===== src/rtl/core/hp_pkg.sv =====
// Types, constants and helpers shared by the request header parser.
package hp_pkg;

  localparam int MAX_REQUEST_BYTES = 2048;
  localparam int CNT_W = $clog2(MAX_REQUEST_BYTES + 1);

  typedef logic [CNT_W-1:0] cnt_t;
  localparam cnt_t MAX_CNT = cnt_t'(MAX_REQUEST_BYTES);

  localparam logic [7:0] CH_CR  = 8'd13;
  localparam logic [7:0] CH_LF  = 8'd10;
  localparam logic [7:0] CH_SP  = 8'd32;
  localparam logic [7:0] CH_TAB = 8'd9;
  localparam logic [7:0] CH_SL  = 8'd47;

  typedef enum logic [3:0] {
    PH_METHOD    = 4'd0,
    PH_URL_START = 4'd1,
    PH_PREFIX    = 4'd2,
    PH_HOST      = 4'd3,
    PH_PATH      = 4'd4,
    PH_VERSION   = 4'd5,
    PH_HEADER    = 4'd6,
    PH_DRAIN     = 4'd7
  } phase_t;

  typedef enum logic [1:0] {
    HK_NAME   = 2'd0,
    HK_BLANK  = 2'd1,
    HK_VALUE  = 2'd2,
    HK_IGNORE = 2'd3
  } hk_t;

  typedef enum logic [1:0] {
    KIND_URL     = 2'd0,
    KIND_OK      = 2'd1,
    KIND_BAD     = 2'd2,
    KIND_TOOLONG = 2'd3
  } kind_t;

  typedef struct packed {
    phase_t     phase;
    logic [3:0] match_pos;
    logic       bad_seen;
    logic       alive_flag;
    logic       cr_pending;
    logic       line_is_empty;
    hk_t        header_kind;
    cnt_t       bytes_taken;
  } state_t;

  typedef struct packed {
    logic       valid;
    kind_t      kind;
    logic [7:0] url_byte;
    logic       keep_alive;
  } result_t;

  function automatic state_t st_reset();
    state_t s;
    s.phase         = PH_METHOD;
    s.match_pos     = 4'd0;
    s.bad_seen      = 1'b0;
    s.alive_flag    = 1'b0;
    s.cr_pending    = 1'b0;
    s.line_is_empty = 1'b1;
    s.header_kind   = HK_NAME;
    s.bytes_taken   = '0;
    return s;
  endfunction

  // pattern characters, lower case
  function automatic logic [7:0] method_ch(input logic [3:0] pos);
    logic [7:0] c;
    case (pos)
      4'd0:    c = "g";
      4'd1:    c = "e";
      4'd2:    c = "t";
      default: c = 8'd0;
    endcase
    return c;
  endfunction

  function automatic logic [7:0] version_ch(input logic [3:0] pos);
    logic [7:0] c;
    case (pos)
      4'd0:    c = "h";
      4'd1:    c = "t";
      4'd2:    c = "t";
      4'd3:    c = "p";
      4'd4:    c = "/";
      4'd5:    c = "1";
      4'd6:    c = ".";
      4'd7:    c = "1";
      default: c = 8'd0;
    endcase
    return c;
  endfunction

  function automatic logic [7:0] prefix_ch(input logic [3:0] pos);
    logic [7:0] c;
    case (pos)
      4'd0:    c = "h";
      4'd1:    c = "t";
      4'd2:    c = "t";
      4'd3:    c = "p";
      4'd4:    c = ":";
      4'd5:    c = "/";
      4'd6:    c = "/";
      default: c = 8'd0;
    endcase
    return c;
  endfunction

  function automatic logic [7:0] conn_ch(input logic [3:0] pos);
    logic [7:0] c;
    case (pos)
      4'd0:    c = "c";
      4'd1:    c = "o";
      4'd2:    c = "n";
      4'd3:    c = "n";
      4'd4:    c = "e";
      4'd5:    c = "c";
      4'd6:    c = "t";
      4'd7:    c = "i";
      4'd8:    c = "o";
      4'd9:    c = "n";
      4'd10:   c = ":";
      default: c = 8'd0;
    endcase
    return c;
  endfunction

  function automatic logic [7:0] alive_ch(input logic [3:0] pos);
    logic [7:0] c;
    case (pos)
      4'd0:    c = "k";
      4'd1:    c = "e";
      4'd2:    c = "e";
      4'd3:    c = "p";
      4'd4:    c = "-";
      4'd5:    c = "a";
      4'd6:    c = "l";
      4'd7:    c = "i";
      4'd8:    c = "v";
      4'd9:    c = "e";
      default: c = 8'd0;
    endcase
    return c;
  endfunction

endpackage


===== src/rtl/core/http_request_header_parser.sv =====
// Top level of the HTTP/1.1 request header parser: parse state and result register.
//
//   channel | ports                                   | direction
//   --------+-----------------------------------------+----------
//   in      | in_valid, in_ready, in_byte_in[7:0]     | in
//   out     | out_valid, out_ready, out_kind[1:0],    | out
//           | out_url_byte[7:0], out_keep_alive       |
//
// One byte per cycle while in_ready is high: each accepted byte is parsed in the cycle it is taken
// and its result (if any) lands in the result register on the same edge.
// out_valid is registered and rises in the cycle after acceptance.
// in_ready is high while the result register is empty or being drained; while a
// result waits on a low out_ready, the next byte waits too, even one with no result.
// Synchronous active-low reset returns the parser to "expecting method".
module http_request_header_parser import hp_pkg::*; (
  input  logic       clk,
  input  logic       rst_n,
  input  logic       in_valid,
  output logic       in_ready,
  input  logic [7:0] in_byte_in,
  output logic       out_valid,
  input  logic       out_ready,
  output logic [1:0] out_kind,
  output logic [7:0] out_url_byte,
  output logic       out_keep_alive
);

  state_t     st_r;
  state_t     st_nxt;
  result_t    res;
  logic       out_valid_r;
  kind_t      out_kind_r;
  logic [7:0] out_url_byte_r;
  logic       out_keep_alive_r;
  logic       in_fire;

  assign in_ready = !out_valid_r || out_ready;
  assign in_fire  = in_valid && in_ready;

  // per-byte parse step
  hp_step u_step (
    .cur     (st_r),
    .byte_in (in_byte_in),
    .nxt     (st_nxt),
    .res     (res)
  );

  // parser state advances only on an accepted byte
  always_ff @(posedge clk) begin
    if (!rst_n) begin
      st_r <= st_reset();
    end else if (in_fire) begin
      st_r <= st_nxt;
    end
  end

  // result register
  always_ff @(posedge clk) begin
    if (!rst_n) begin
      out_valid_r <= 1'b0;
    end else if (in_fire) begin
      out_valid_r <= res.valid;
    end else if (out_ready) begin
      out_valid_r <= 1'b0;
    end
  end

  always_ff @(posedge clk) begin
    if (in_fire && res.valid) begin
      out_kind_r       <= res.kind;
      out_url_byte_r   <= res.url_byte;
      out_keep_alive_r <= res.keep_alive;
    end
  end

  assign out_valid      = out_valid_r;
  assign out_kind       = out_kind_r;
  assign out_url_byte   = out_url_byte_r;
  assign out_keep_alive = out_keep_alive_r;

  // url_byte is zero on every status item
  a_url_zero: assert property (@(posedge clk) disable iff (!rst_n)
    (out_valid_r && out_kind_r != KIND_URL) |-> (out_url_byte_r == 8'd0))
    else $error("url_byte nonzero on status item");

  // keep-alive only travels with a good request
  a_alive_ok: assert property (@(posedge clk) disable iff (!rst_n)
    (out_valid_r && out_keep_alive_r) |-> (out_kind_r == KIND_OK))
    else $error("keep_alive set on non-ok item");

  // bytes discarded after an overlong request never produce an item
  a_drain_quiet: assert property (@(posedge clk) disable iff (!rst_n)
    (in_fire && st_r.phase == PH_DRAIN) |=> !out_valid_r)
    else $error("item produced while draining");

  // the byte counter never reaches the limit between bytes
  a_cnt_range: assert property (@(posedge clk) disable iff (!rst_n)
    st_r.bytes_taken < MAX_CNT)
    else $error("byte counter out of range");

endmodule


===== src/rtl/core/hp_step.sv =====
// Next-state and result logic for one request byte.
module hp_step import hp_pkg::*; (
  input  state_t     cur,
  input  logic [7:0] byte_in,
  output state_t     nxt,
  output result_t    res
);

  always_comb begin
    state_t     s;
    logic [7:0] c;
    logic       draining;
    logic       line_end;
    logic       content;
    logic       url;
    logic       blank;
    logic       skip;
    logic       ok;

    s        = cur;
    c        = (byte_in >= "A" && byte_in <= "Z") ? byte_in + 8'd32 : byte_in;
    blank    = (byte_in == CH_SP) || (byte_in == CH_TAB);
    draining = (cur.phase == PH_DRAIN);
    line_end = 1'b0;
    content  = 1'b0;
    url      = 1'b0;
    skip     = 1'b0;
    ok       = 1'b0;
    res      = '0;

    // line framing: CR LF ends a line, a lone CR or LF marks the request bad unless draining
    if (s.cr_pending && byte_in == CH_LF) begin
      s.cr_pending = 1'b0;
      line_end     = 1'b1;
    end else begin
      if (s.cr_pending) begin
        s.cr_pending    = 1'b0;
        s.line_is_empty = 1'b0;
        if (!draining) s.bad_seen = 1'b1;
      end
      if (byte_in == CH_CR) begin
        s.cr_pending = 1'b1;
      end else if (byte_in == CH_LF) begin
        s.line_is_empty = 1'b0;
        if (!draining) s.bad_seen = 1'b1;
      end else begin
        s.line_is_empty = 1'b0;
        content         = 1'b1;
      end
    end

    if (draining) begin
      if (line_end) begin
        if (s.line_is_empty) s = st_reset();
        else s.line_is_empty = 1'b1;
      end
    end else begin
      s.bytes_taken = s.bytes_taken + cnt_t'(1);

      if (content && !s.bad_seen) begin
        unique case (s.phase)
          PH_METHOD: begin
            if (s.match_pos < 4'd3) begin
              if (c == method_ch(s.match_pos)) s.match_pos = s.match_pos + 4'd1;
              else s.bad_seen = 1'b1;
            end else if (blank) begin
              s.phase     = PH_URL_START;
              s.match_pos = 4'd0;
            end else begin
              s.bad_seen = 1'b1;
            end
          end
          PH_URL_START: begin
            if (byte_in == CH_SL) begin
              s.phase = PH_PATH;
              url     = 1'b1;
            end else if (c == "h") begin
              s.phase     = PH_PREFIX;
              s.match_pos = 4'd1;
            end else begin
              s.bad_seen = 1'b1;
            end
          end
          PH_PREFIX: begin
            if (s.match_pos < 4'd7 && c == prefix_ch(s.match_pos)) begin
              s.match_pos = s.match_pos + 4'd1;
              if (s.match_pos == 4'd7) s.phase = PH_HOST;
            end else begin
              s.bad_seen = 1'b1;
            end
          end
          PH_HOST: begin
            if (byte_in == CH_SL) begin
              s.phase = PH_PATH;
              url     = 1'b1;
            end else if (blank) begin
              s.bad_seen = 1'b1;
            end
          end
          PH_PATH: begin
            if (blank) begin
              s.phase     = PH_VERSION;
              s.match_pos = 4'd0;
            end else begin
              url = 1'b1;
            end
          end
          PH_VERSION: begin
            if (s.match_pos < 4'd8 && c == version_ch(s.match_pos))
              s.match_pos = s.match_pos + 4'd1;
            else
              s.bad_seen = 1'b1;
          end
          PH_HEADER: begin
            if (s.header_kind == HK_NAME) begin
              if (s.match_pos < 4'd11 && c == conn_ch(s.match_pos)) begin
                s.match_pos = s.match_pos + 4'd1;
                if (s.match_pos == 4'd11) s.header_kind = HK_BLANK;
              end else begin
                s.header_kind = HK_IGNORE;
              end
            end else begin
              if (s.header_kind == HK_BLANK) begin
                if (blank) begin
                  skip = 1'b1;
                end else begin
                  s.header_kind = HK_VALUE;
                  s.match_pos   = 4'd0;
                end
              end
              if (!skip && s.header_kind == HK_VALUE) begin
                if (s.match_pos < 4'd10 && c == alive_ch(s.match_pos))
                  s.match_pos = s.match_pos + 4'd1;
                else
                  s.header_kind = HK_IGNORE;
              end
            end
          end
          default: ;
        endcase
      end

      if (line_end && s.line_is_empty) begin
        // blank line closes the request
        ok             = !s.bad_seen && (s.phase == PH_HEADER);
        res.valid      = 1'b1;
        res.kind       = ok ? KIND_OK : KIND_BAD;
        res.keep_alive = ok && s.alive_flag;
        s              = st_reset();
      end else begin
        if (line_end) begin
          if (s.phase == PH_HEADER) begin
            if (s.header_kind == HK_VALUE && s.match_pos == 4'd10) s.alive_flag = 1'b1;
          end else if (!(s.phase == PH_VERSION && s.match_pos == 4'd8)) begin
            s.bad_seen = 1'b1;
          end
          s.phase         = PH_HEADER;
          s.header_kind   = HK_NAME;
          s.match_pos     = 4'd0;
          s.line_is_empty = 1'b1;
        end

        if (s.bytes_taken >= MAX_CNT) begin
          s.phase       = PH_DRAIN;
          s.bytes_taken = '0;
          res.valid     = 1'b1;
          res.kind      = KIND_TOOLONG;
        end else if (url && !s.bad_seen) begin
          res.valid    = 1'b1;
          res.kind     = KIND_URL;
          res.url_byte = byte_in;
        end
      end
    end

    nxt = s;
  end

endmodule

===== config.mk =====
export PLATFORM = sky130hd
export DESIGN_NAME = http_request_header_parser
export DESIGN_NICKNAME = d
export VERILOG_FILES = /design/src/rtl/core/hp_pkg.sv /design/src/rtl/core/http_request_header_parser.sv /design/src/rtl/core/hp_step.sv
export SDC_FILE = /design/constraint.sdc
export NUM_CORES = 1
export LEC_CHECK = 0
export BUFFER_PORTS_ARGS = -buffer_cell sky130_fd_sc_hd__clkbuf_2
export CORE_ASPECT_RATIO = 1.4
export CORE_MARGIN = 5
export CORE_UTILIZATION = 45
export CTS_BUF_LIST = sky130_fd_sc_hd__clkbuf_16
export DETAILED_ROUTE_END_ITERATION = 10
export GPL_TIMING_DRIVEN = 0
export PLACE_DENSITY_LB_ADDON = 0.15
export SYNTH_ARGS = -nofsm -noshare
export SYNTH_HDL_FRONTEND = slang
export SYNTH_SLANG_ARGS = --single-unit

===== constraint.sdc =====
create_clock -name clk -period 5.15 [get_ports clk]
set_input_delay 0.7725 -clock clk [delete_from_list [all_inputs] [get_ports clk]]
set_output_delay 0.7725 -clock clk [all_outputs]
set_load 0.01 [all_outputs]

==> reports/qor.yml, run 1 <==
clocking:
  clock_sinks: 51
  ctsResizeCount: 1
  cts_tree: "yes"
  cts_setup_buffers: 0
  clkTransAtPathRegs_ns: 0.08
  cts_root_buffer: "clkbuf_16"
  htree_num_levels: 2
  clk_latency_ns: 0.30
  cts.path.max_buffers: 2
  cts_buffers: 5
  cts_hold_repair.buffers: 0
hold_path:
  hold_start: "st_r[16]"
  min_path_type: "reg -> reg"
synthesis:
  syn_area_um2: 4390
  synth_ff_type: "dfxtp_1"
  synth-edff-count: 11
  synth.ff_latch_count: 51
  synth_fp_nets: 593
  synthCells: 569
  ys_warn_count: 0
  async_flop_share: 0
  postSynthAreaPerCell_um2: 7.716
  synth_cell_type_count: 86
  yosysSeqAreaShare: 0.2576
setup_path:
  end_kind: "register"
  critPathLaunchType: "input pin"
  cp.required_ns: 5.39
  arrival_ns: 5.12
  crit_start: "in_byte_in[7]"
  ff2ff_setup_slack_ns: 0.36
  regToRegStartpoint: "st_r[18]"
  critPathMaxFanout: 10
  path_class: "in -> reg"
place:
  hpwl_mm: 10.77
  gp_congestion: 0.9536
  portBuffers: 23
  dp_slack_ns: -0.4064
finish:
  diodes: 0
  syn_to_final_growth_pct: 10.46
  drive_above_1_share: 0.1217
  final_nets: 623
  n_fill_cell: 942
  final_core_util: 0.5099
  final_common_cell: "nor2_1"
  final_cell_mix: "nor2_1, nand2_1, dfxtp_1"
sta:
  slew_violations: 0
  setup_violations: 0
  hold_viol_final: 0
  fin_crit_ns: 4.878
  fmax_ghz: 0.2050
  period_share: 0.9473
  maxSlewHeadroom: 0.4545
  rsz0062_at_grt: "false"
  hold_slack_ns: 0.4904
  worst_pin_slew_ns: 0.8183
  fin_skew_ns: 0.01121
  worst_slack_ns: 0.2716
die:
  coreArea_um2: 9512
  dieArea_um2: 11860
  die_width_um: 93.48
  io_pins: 25
  chipHeight_um: 126.9
  initial_utilization: 0.4616
  rows: 42
route:
  dr.pass1.iters: 6
  wl_per_cell_um: 18.90
  drc: 0
  routed_wirelength_mm: 13.83
  avgViaCountPerCell: 6.214
  drt_iter0_markers: 417
  vias: 4549
  antenna_left: 0
global_routing:
  antenna_found_initial: 0
  grt_pass1_vias: 4495
  grtUsageTotal: 0.2357
  grt_max_degree: 18
  grt_remaining_overflow: 0
  grt_pass1_wl_mm: 22.34
pwr:
  ir_drop_v: 0.0001479
  power_leakage_nw: 1.811
  power.density_nw_per_um2: 200.4
  power_w: 0.0009718
status:
  status: "completed"
job:
  cap_violations: 0
[synthesized netlist by cell type, drive strengths merged (6+ instances only)]
master | n | area [µm²]
and3 | 17 | 108.9
edfxtp | 11 | 330.3
ha | 12 | 150.1
nor4 | 8 | 56.30
dfxtp | 40 | 800.8
nor2 | 55 | 206.5
nor2b | 14 | 87.58
nand2b | 6 | 37.54
and2 | 8 | 51.30
o31ai | 7 | 52.55
or4 | 6 | 48.80
o211ai | 6 | 45.04
nand2 | 55 | 214.0
clkbuf | 24 | 93.84
a21boi | 7 | 52.55
o21ai | 33 | 168.9
xnor2 | 21 | 183.9
xor2 | 9 | 78.83
inv | 21 | 78.82
a21oi | 33 | 168.9
nand4 | 7 | 43.79
o21a | 8 | 60.06
nand3 | 22 | 110.1
nor3 | 19 | 95.09
buf | 10 | 83.82
[final timing paths]
path                   end  cells after the start
setup reg to reg  register                     18
setup / recovery  register                     18
hold reg to reg   st_r[16]                      2
hold / removal    st_r[16]                      2
[layout make-up]
cell class	count	area [µm²]	share of cell area
clock buffer	5	125.1	0.02580
timing repair buffer	23	115.1	0.02374
inverter	21	78.83	0.01625
tap	132	165.2	0.03406
sequential	51	1131	0.2332
multi-input combinational	463	3034	0.6256
clock inverter	3	22.52	0.004644
buffer	34	177.7	0.03664
[per-layer routing]
| metal | global-route usage | share of wire |
|---|---|---|
| met1 | 0.2739 | 0.40 |
| met2 | 0.4191 | 0.50 |
| met3 | 0.02844 | 0.062 |
| met4 | 0.1182 | 0.044 |
| met5 | 0 | 0 |
[logic make-up after synthesis]
family          share of synthesized area
simple gates                       0.3046
compound gates                     0.2653
buf+inv                           0.05842
flops                              0.2576
xor+xnor                          0.05985
fa+ha+maj                         0.03420
mux                               0.01995
[critical path, cell delays in order]
cell	delay, ns
clkbuf_2	0.09
buf_6	0.13
or4b_4	0.57
o221ai_4	0.37
nand2_1	0.13
ha_1	0.26
nor2b_1	0.14
o22ai_2	0.08
nand2_1	0.10
nor4_4	0.40
nand2_2	0.14
mux2_4	0.33
a211o_1	0.34
a22o_2	0.30
and2_1	0.20
ha_1	0.26
o21ai_0	0.31
o21a_1	0.18
[report_power, final]
part	leakage, nW	switching, W	internal, W
Combinational	1.31	0.000127	0.0000792
Clock	0.0746	0.000158	0.000183
Sequential	0.427	0.00000821	0.000416
[per-stage QoR]
step / instance area (µm²) / cells / TNS, ns
detailed placement: 4671 / 724 / -2.972
finish: 4850 / 732 / 0
floorplan: 4390 / 569 / 0
global route: 4850 / 732 / 0
CTS: 4825 / 732 / 0
global placement: 4671 / 724 / -2.572
(Power assumes the default switching activity.)
==> inputs of run 2 (changes only) <==
- CORE_UTILIZATION: 45 -> 60
==> reports/qor.yml, run 2 (synthesis gave the netlist of run 1 again) <==
setup_path:
  cp.required_ns: 5.33  # -0.06 ns
  end_kind: "register"
  rr_worst_depth: 17  # -1
  critPathLaunchType: "input pin"
  regToRegStartpoint: "st_r[18]"
  path_class: "in -> reg"
  crit_start: "in_byte_in[7]"
  arrival_ns: 4.99  # -0.13 ns
  critPathMaxFanout: 10  # unchanged
  ff2ff_setup_slack_ns: 0.44  # +0.08 ns
global_routing:
  grt_max_degree: 17  # -1
  grt_remaining_overflow: 0  # unchanged
  grt_pass1_vias: 4363  # -2.9%
  antenna_found_initial: 0  # unchanged
  grtUsageTotal: 0.3019  # +0.06617
  grt_pass1_wl_mm: 21.53  # -3.6%
pwr:
  ir_drop_v: 0.0002435  # +65%
  power_leakage_nw: 1.809  # about the same
  power.density_nw_per_um2: 199.9  # -0.23%
  power_w: 0.0009583  # -1.4%
place:
  dp_slack_ns: -0.2451  # +0.1613 ns
  portBuffers: 23  # unchanged
  hpwl_mm: 10.37  # -3.7%
  gp_congestion: 1.022  # +7.1%
sta:
  worst_slack_ns: 0.3364  # +0.06477 ns
  period_share: 0.9347  # -0.01258
  fmax_ghz: 0.2077  # +1.3%
  fin_skew_ns: 0.006523  # -0.004689 ns
  hold_viol_final: 0  # unchanged
  fin_crit_ns: 4.814  # -0.06477 ns
  maxSlewHeadroom: 0.4869  # +0.03244
  setup_violations: 0  # unchanged
  slew_violations: 0  # unchanged
  worst_pin_slew_ns: 0.7696  # -0.04865 ns
  rsz0062_at_grt: "false"
route:
  drc: 0  # unchanged
  drt_iter0_markers: 360  # -14%
  vias: 4627  # +1.7%
  routed_wirelength_mm: 13.38  # -3.3%
  antenna_left: 0  # unchanged
  dr.pass1.iters: 5  # -1
  wl_per_cell_um: 19.20  # +1.6%
  avgViaCountPerCell: 6.638  # +6.8%
clocking:
  cts_root_buffer: "clkbuf_16"
  clock_sinks: 51  # unchanged
  clkTransAtPathRegs_ns: 0.07  # about the same
  cts_buffers: 5  # unchanged
  cts_tree: "yes"
  cts.path.max_buffers: 2  # unchanged
  clk_latency_ns: 0.30  # about the same
  htree_num_levels: 2  # unchanged
  cts_hold_repair.buffers: 0  # unchanged
finish:
  final_cell_mix: "nor2_1, nand2_1, dfxtp_1"
  n_fill_cell: 678  # -28%
  final_common_cell: "nor2_1"
  syn_to_final_growth_pct: 9.176
  diodes: 0  # unchanged
  final_nets: 623  # unchanged
  drive_above_1_share: 0.1217  # unchanged
  final_core_util: 0.6595  # +0.1496
die:
  die_width_um: 82.30  # -12%
  chipHeight_um: 111.2  # -12%
  io_pins: 25  # unchanged
  rows: 37  # -12%
  initial_utilization: 0.6041  # +0.1425
  coreArea_um2: 7268  # -24%
  dieArea_um2: 9152  # -23%
job:
  cap_violations: 0  # unchanged
hold_path:
  min_path_type: "reg -> reg"
status:
  status: "completed"
[run 2: cell type report]
class                           count  area [µm²]  share of cell area
Clock buffer                        5       125.1             0.02610
Inverter                           21       78.83             0.01644
Clock inverter                      3       18.77            0.003915
Sequential cell                    51        1131              0.2360
Multi-Input combinational cell    463        3025              0.6312
Timing Repair Buffer               23       115.1             0.02401
Buffer                             34       177.7             0.03707
Tap cell                           97       121.4             0.02532
[run 2: layer usage]
metal  track usage  wire (µm)  vias up
li1              -          -     2175
met1        0.3565       5287     2182
met2        0.4957       6530      217
met3       0.04146        803       53
met4        0.1896        760        0
met5             0          0        -
[run 2: report_power, final]
group	switching [W]	total [W]	internal (W)	leakage, nW
Combinational	0.000126	0.000204	0.0000786	1.31
Sequential	0.00000778	0.000424	0.000417	0.427
Clock	0.000149	0.000330	0.000180	0.0740
Total	0.000283	0.000958	0.000675	1.81
[run 2: worst min-delay path by stage]
stage	startpoint	endpoint	slack [ns]	cells past startpoint
after floorplan	st_r[16]	st_r[16]	0.43	2
after global placement	st_r[1]	st_r[1]	0.47	2
after detailed placement	st_r[16]	st_r[16]	0.48	2
after CTS	st_r[1]	st_r[1]	0.49	2
after global routing	st_r[16]	st_r[16]	0.52	2
final	st_r[16]	st_r[16]	0.49	2
[run 2: metrics by stage]
step | std cells | hold WS, ns | area (µm²) | setup TNS [ns]
2_1_floorplan | 569 | 0.4350 | 4390 | 0
3_3_place_gp | 689 | 0.4701 | 4627 | -1.387
3_5_place_dp | 689 | 0.4787 | 4627 | -1.668
4_1_cts | 697 | 0.4909 | 4771 | 0
5_1_grt | 697 | 0.5221 | 4793 | 0
6_report | 697 | 0.4885 | 4793 | 0
[run 2: what timing repair did]
action                                  4_1_cts  5_1_grt
resized for setup                             0        3
buffers inserted                              0        0
endpoints found under the setup margin        0       12
[run 2: critical path: stages]
cell      delay [ns]
clkbuf_2        0.10
buf_6           0.14
or4b_4          0.58
o221ai_4        0.35
nand2_1         0.14
ha_1            0.25
nor2b_1         0.14
o22ai_2         0.08
nand2_1         0.08
nor4_2          0.46
nand2_2         0.15
mux2_4          0.33
a211o_1         0.34
a22o_2          0.30
and2_1          0.19
inv_1           0.10
ha_1            0.23
inv_1           0.07
mux2i_1         0.11
o21ai_0         0.09
==> inputs of run 3 (changes only) <==
- ABC_AREA: not set -> 1
- BUFFER_PORTS_ARGS: -buffer_cell sky130_fd_sc_hd__clkbuf_2 -> not set
- DONT_BUFFER_PORTS: not set -> 1
==> reports/qor.yml, run 3 <==
status:
  status: "completed"
pwr:
  power_leakage_nw: 2.249  # +24%
  ir_drop_v: 0.0001575  # -35%
  p_switching_w: 0.0004014  # +42%
  swShare: 0.3545  # +0.05932
  pwr-share-clk: 0.298  # -0.046
  seqPwrFrac: 0.394  # -0.049
  power.density_nw_per_um2: 241.1  # +21%
  pwr-share-comb: 0.309  # +0.096
  internal_power_w: 0.0007308  # +8.2%
die:
  dieArea_um2: 9211  # +0.64%
  chipHeight_um: 111.6  # +0.32%
  io_pins: 25  # unchanged
  rows: 37  # unchanged
  coreArea_um2: 7268  # unchanged
  initial_utilization: 0.6084  # +0.004304
  die_width_um: 82.56  # +0.32%
synthesis:
  yosysMostFrequentCell: "nand2_1"
  synth_fp_nets: 728  # +23%
  postSynthAreaPerCell_um2: 6.281  # -19%
  synth.ff_latch_count: 51  # unchanged
  synthMuxAreaShare: 0  # -0.01995
  synth_compound_gate_area_share: 0.1310  # -0.1343
  synthAdderAreaFrac: 0.03396  # -0.0002419
  synth_top_family_by_area: "simple AND/OR/NAND/NOR gates"
  synth-edff-count: 11  # unchanged
  ys_warn_count: 0  # unchanged
  synth_simple_gate_area_frac: 0.4202  # +0.1156
  async_flop_share: 0  # unchanged
  synth_cell_type_count: 53  # -38%
  synthXorXnorAreaFrac: 0.03735  # -0.02249
  synth_common_cells: "nand2_1, inv_1, nor2_1"
  yosysSeqAreaShare: 0.2558  # -0.001822
  syn_area_um2: 4422  # +0.71%
  synth_ff_type: "dfxtp_1"
  synth_area_leader_cell: "dfxtp_1"
  synth.area.top_cells: "dfxtp_1, nand2_1, edfxtp_1, inv_1, nor2_1"
  synthCells: 704  # +24%
  synth_top_area_frac: 0.1811  # -0.001290
route:
  drt_iter0_markers: 271  # -25%
  antenna_left: 0  # unchanged
  avgViaCountPerCell: 5.475  # -18%
  dr.pass1.iters: 5  # unchanged
  drc: 0  # unchanged
  wl_per_cell_um: 14.66  # -24%
  routed_wirelength_mm: 11.86  # -11%
  vias: 4429  # -4.3%
finish:
  final_core_util: 0.6461  # -0.01343
  diodes: 0  # unchanged
  drive_above_1_share: 0.1138  # -0.007903
  final_nets: 735  # +18%
  final_cell_mix: "nand2_1, inv_1, nor2_1"
  final_common_cell: "nand2_1"
  syn_to_final_growth_pct: 6.197
place:
  hpwl_mm: 9.516  # -8.3%
  portBuffers: 0  # -100%
  gp_congestion: 0.9727  # -4.8%
clocking:
  cts_tree: "yes"
  htree_num_levels: 2  # unchanged
  clkTransAtPathRegs_ns: 0.07  # about the same
  clk_latency_ns: 0.30  # about the same
  cts_buffers: 5  # unchanged
  clock_sinks: 51  # unchanged
  cts.path.max_buffers: 2  # unchanged
  cts_root_buffer: "clkbuf_16"
  cts_hold_repair.buffers: 0  # unchanged
  cts_setup_buffers: 0  # unchanged
  ctsResizeCount: 0  # unchanged
global_routing:
  grtUsageTotal: 0.2796  # -0.02230
  grt_pass1_wl_mm: 20.05  # -6.9%
  grt_max_degree: 19  # +2
  antenna_found_initial: 0  # unchanged
  grt_remaining_overflow: 0  # unchanged
  grt_pass1_vias: 4364  # +0.023%
setup_path:
  path_class: "reg -> reg"
  arrival_ns: 4.46  # -0.53 ns
  cp.required_ns: 5.40  # +0.07 ns
  critPathMaxFanout: 11  # +1
  critPathLaunchType: "register"
  end_kind: "register"
sta:
  maxSlewHeadroom: 0.2023  # -0.2846
  rsz0062_at_grt: "false"
  worst_pin_slew_ns: 1.197  # +0.4269 ns
  tns_ns: 0  # unchanged
  slew_violations: 0  # unchanged
  period_share: 0.8186  # -0.1161
  setup_violations: 0  # unchanged
  fin_skew_ns: 0.006880  # +0.0003569 ns
  fmax_ghz: 0.2372  # +14%
  fin_crit_ns: 4.216  # -0.5979 ns
  hold_viol_final: 0  # unchanged
job:
  cap_violations: 0  # unchanged
hold_path:
  min_path_type: "reg -> reg"
## run 3: worst paths after layout
kind,cells after the start,end,startpoint,slack (ns)
worst min register to register,2,st_r[16],st_r[16],0.46
worst max register to register,25,register,st_r[18],0.93
worst max-delay path,25,register,st_r[18],0.93
worst min-delay path,2,st_r[16],st_r[16],0.46
## run 3: power by group through the flow
stage | combinational [W] | clock [W] | sequential (W)
after floorplan | 0.000273 | 0 | 0.000452
after global placement | 0.000338 | 0 | 0.000455
after detailed placement | 0.000344 | 0 | 0.000455
after CTS | 0.000345 | 0.000345 | 0.000446
after global routing | 0.000395 | 0.000365 | 0.000449
final | 0.000350 | 0.000337 | 0.000446
## run 3: per-layer routing
layer	track usage	part of all wire	wire, µm
met5	0	0	0
met1	0.3011	0.40	4745
met3	0.04207	0.043	506
met4	0.1843	0.066	785
met2	0.4861	0.49	5824
## run 3: area by class of cell
class	count	area (µm²)
Clock buffer	5	125.1
Clock inverter	3	27.53
Sequential cell	51	1131
Inverter	100	400.4
Buffer	18	137.6
Multi-Input combinational cell	535	2753
Fill cell	736	2572
Tap cell	97	121.4
## run 3: critical path: stages (launching register included)
cell      delay (ns)
dfxtp_1         0.40
inv_1           0.15
clkbuf_1        0.30
ha_1            0.35
nor2_1          0.26
nor2_1          0.11
nor2_1          0.14
nand2_1         0.08
xor2_1          0.14
nor2_1          0.12
nand2_1         0.09
nor2_4          0.17
nand2_2         0.10
nor2_2          0.14
o21ai_0         0.09
nand3_1         0.07
nor2_1          0.05
nand2_1         0.07
nand2_1         0.08
o21ai_1         0.26
nand2_1         0.23
inv_1           0.14
ha_1            0.20
inv_1           0.07
a21oi_1         0.21
a21o_1          0.12
## run 3: cell families after synthesis
family	count (synthesis)
xor+xnor	18
fa+ha+maj	12
flops	51
simple gates	410
compound gates	95
buf+inv	118
## run 3: stage by stage
stage / setup slack (ns) / instance area (µm²) / std cells / hold slack [ns] / power (W)
3_5_place_dp: 0.9541 / 4543 / 801 / 0.4575 / 0.0007985
6_report: 0.9343 / 4696 / 809 / 0.4623 / 0.001132
4_1_cts: 1.007 / 4696 / 809 / 0.4683 / 0.001136
2_1_floorplan: 1.523 / 4422 / 704 / 0.4321 / 0.0007247
3_3_place_gp: 1.013 / 4543 / 801 / 0.4507 / 0.0007928
5_1_grt: 0.5097 / 4696 / 809 / 0.4884 / 0.001208
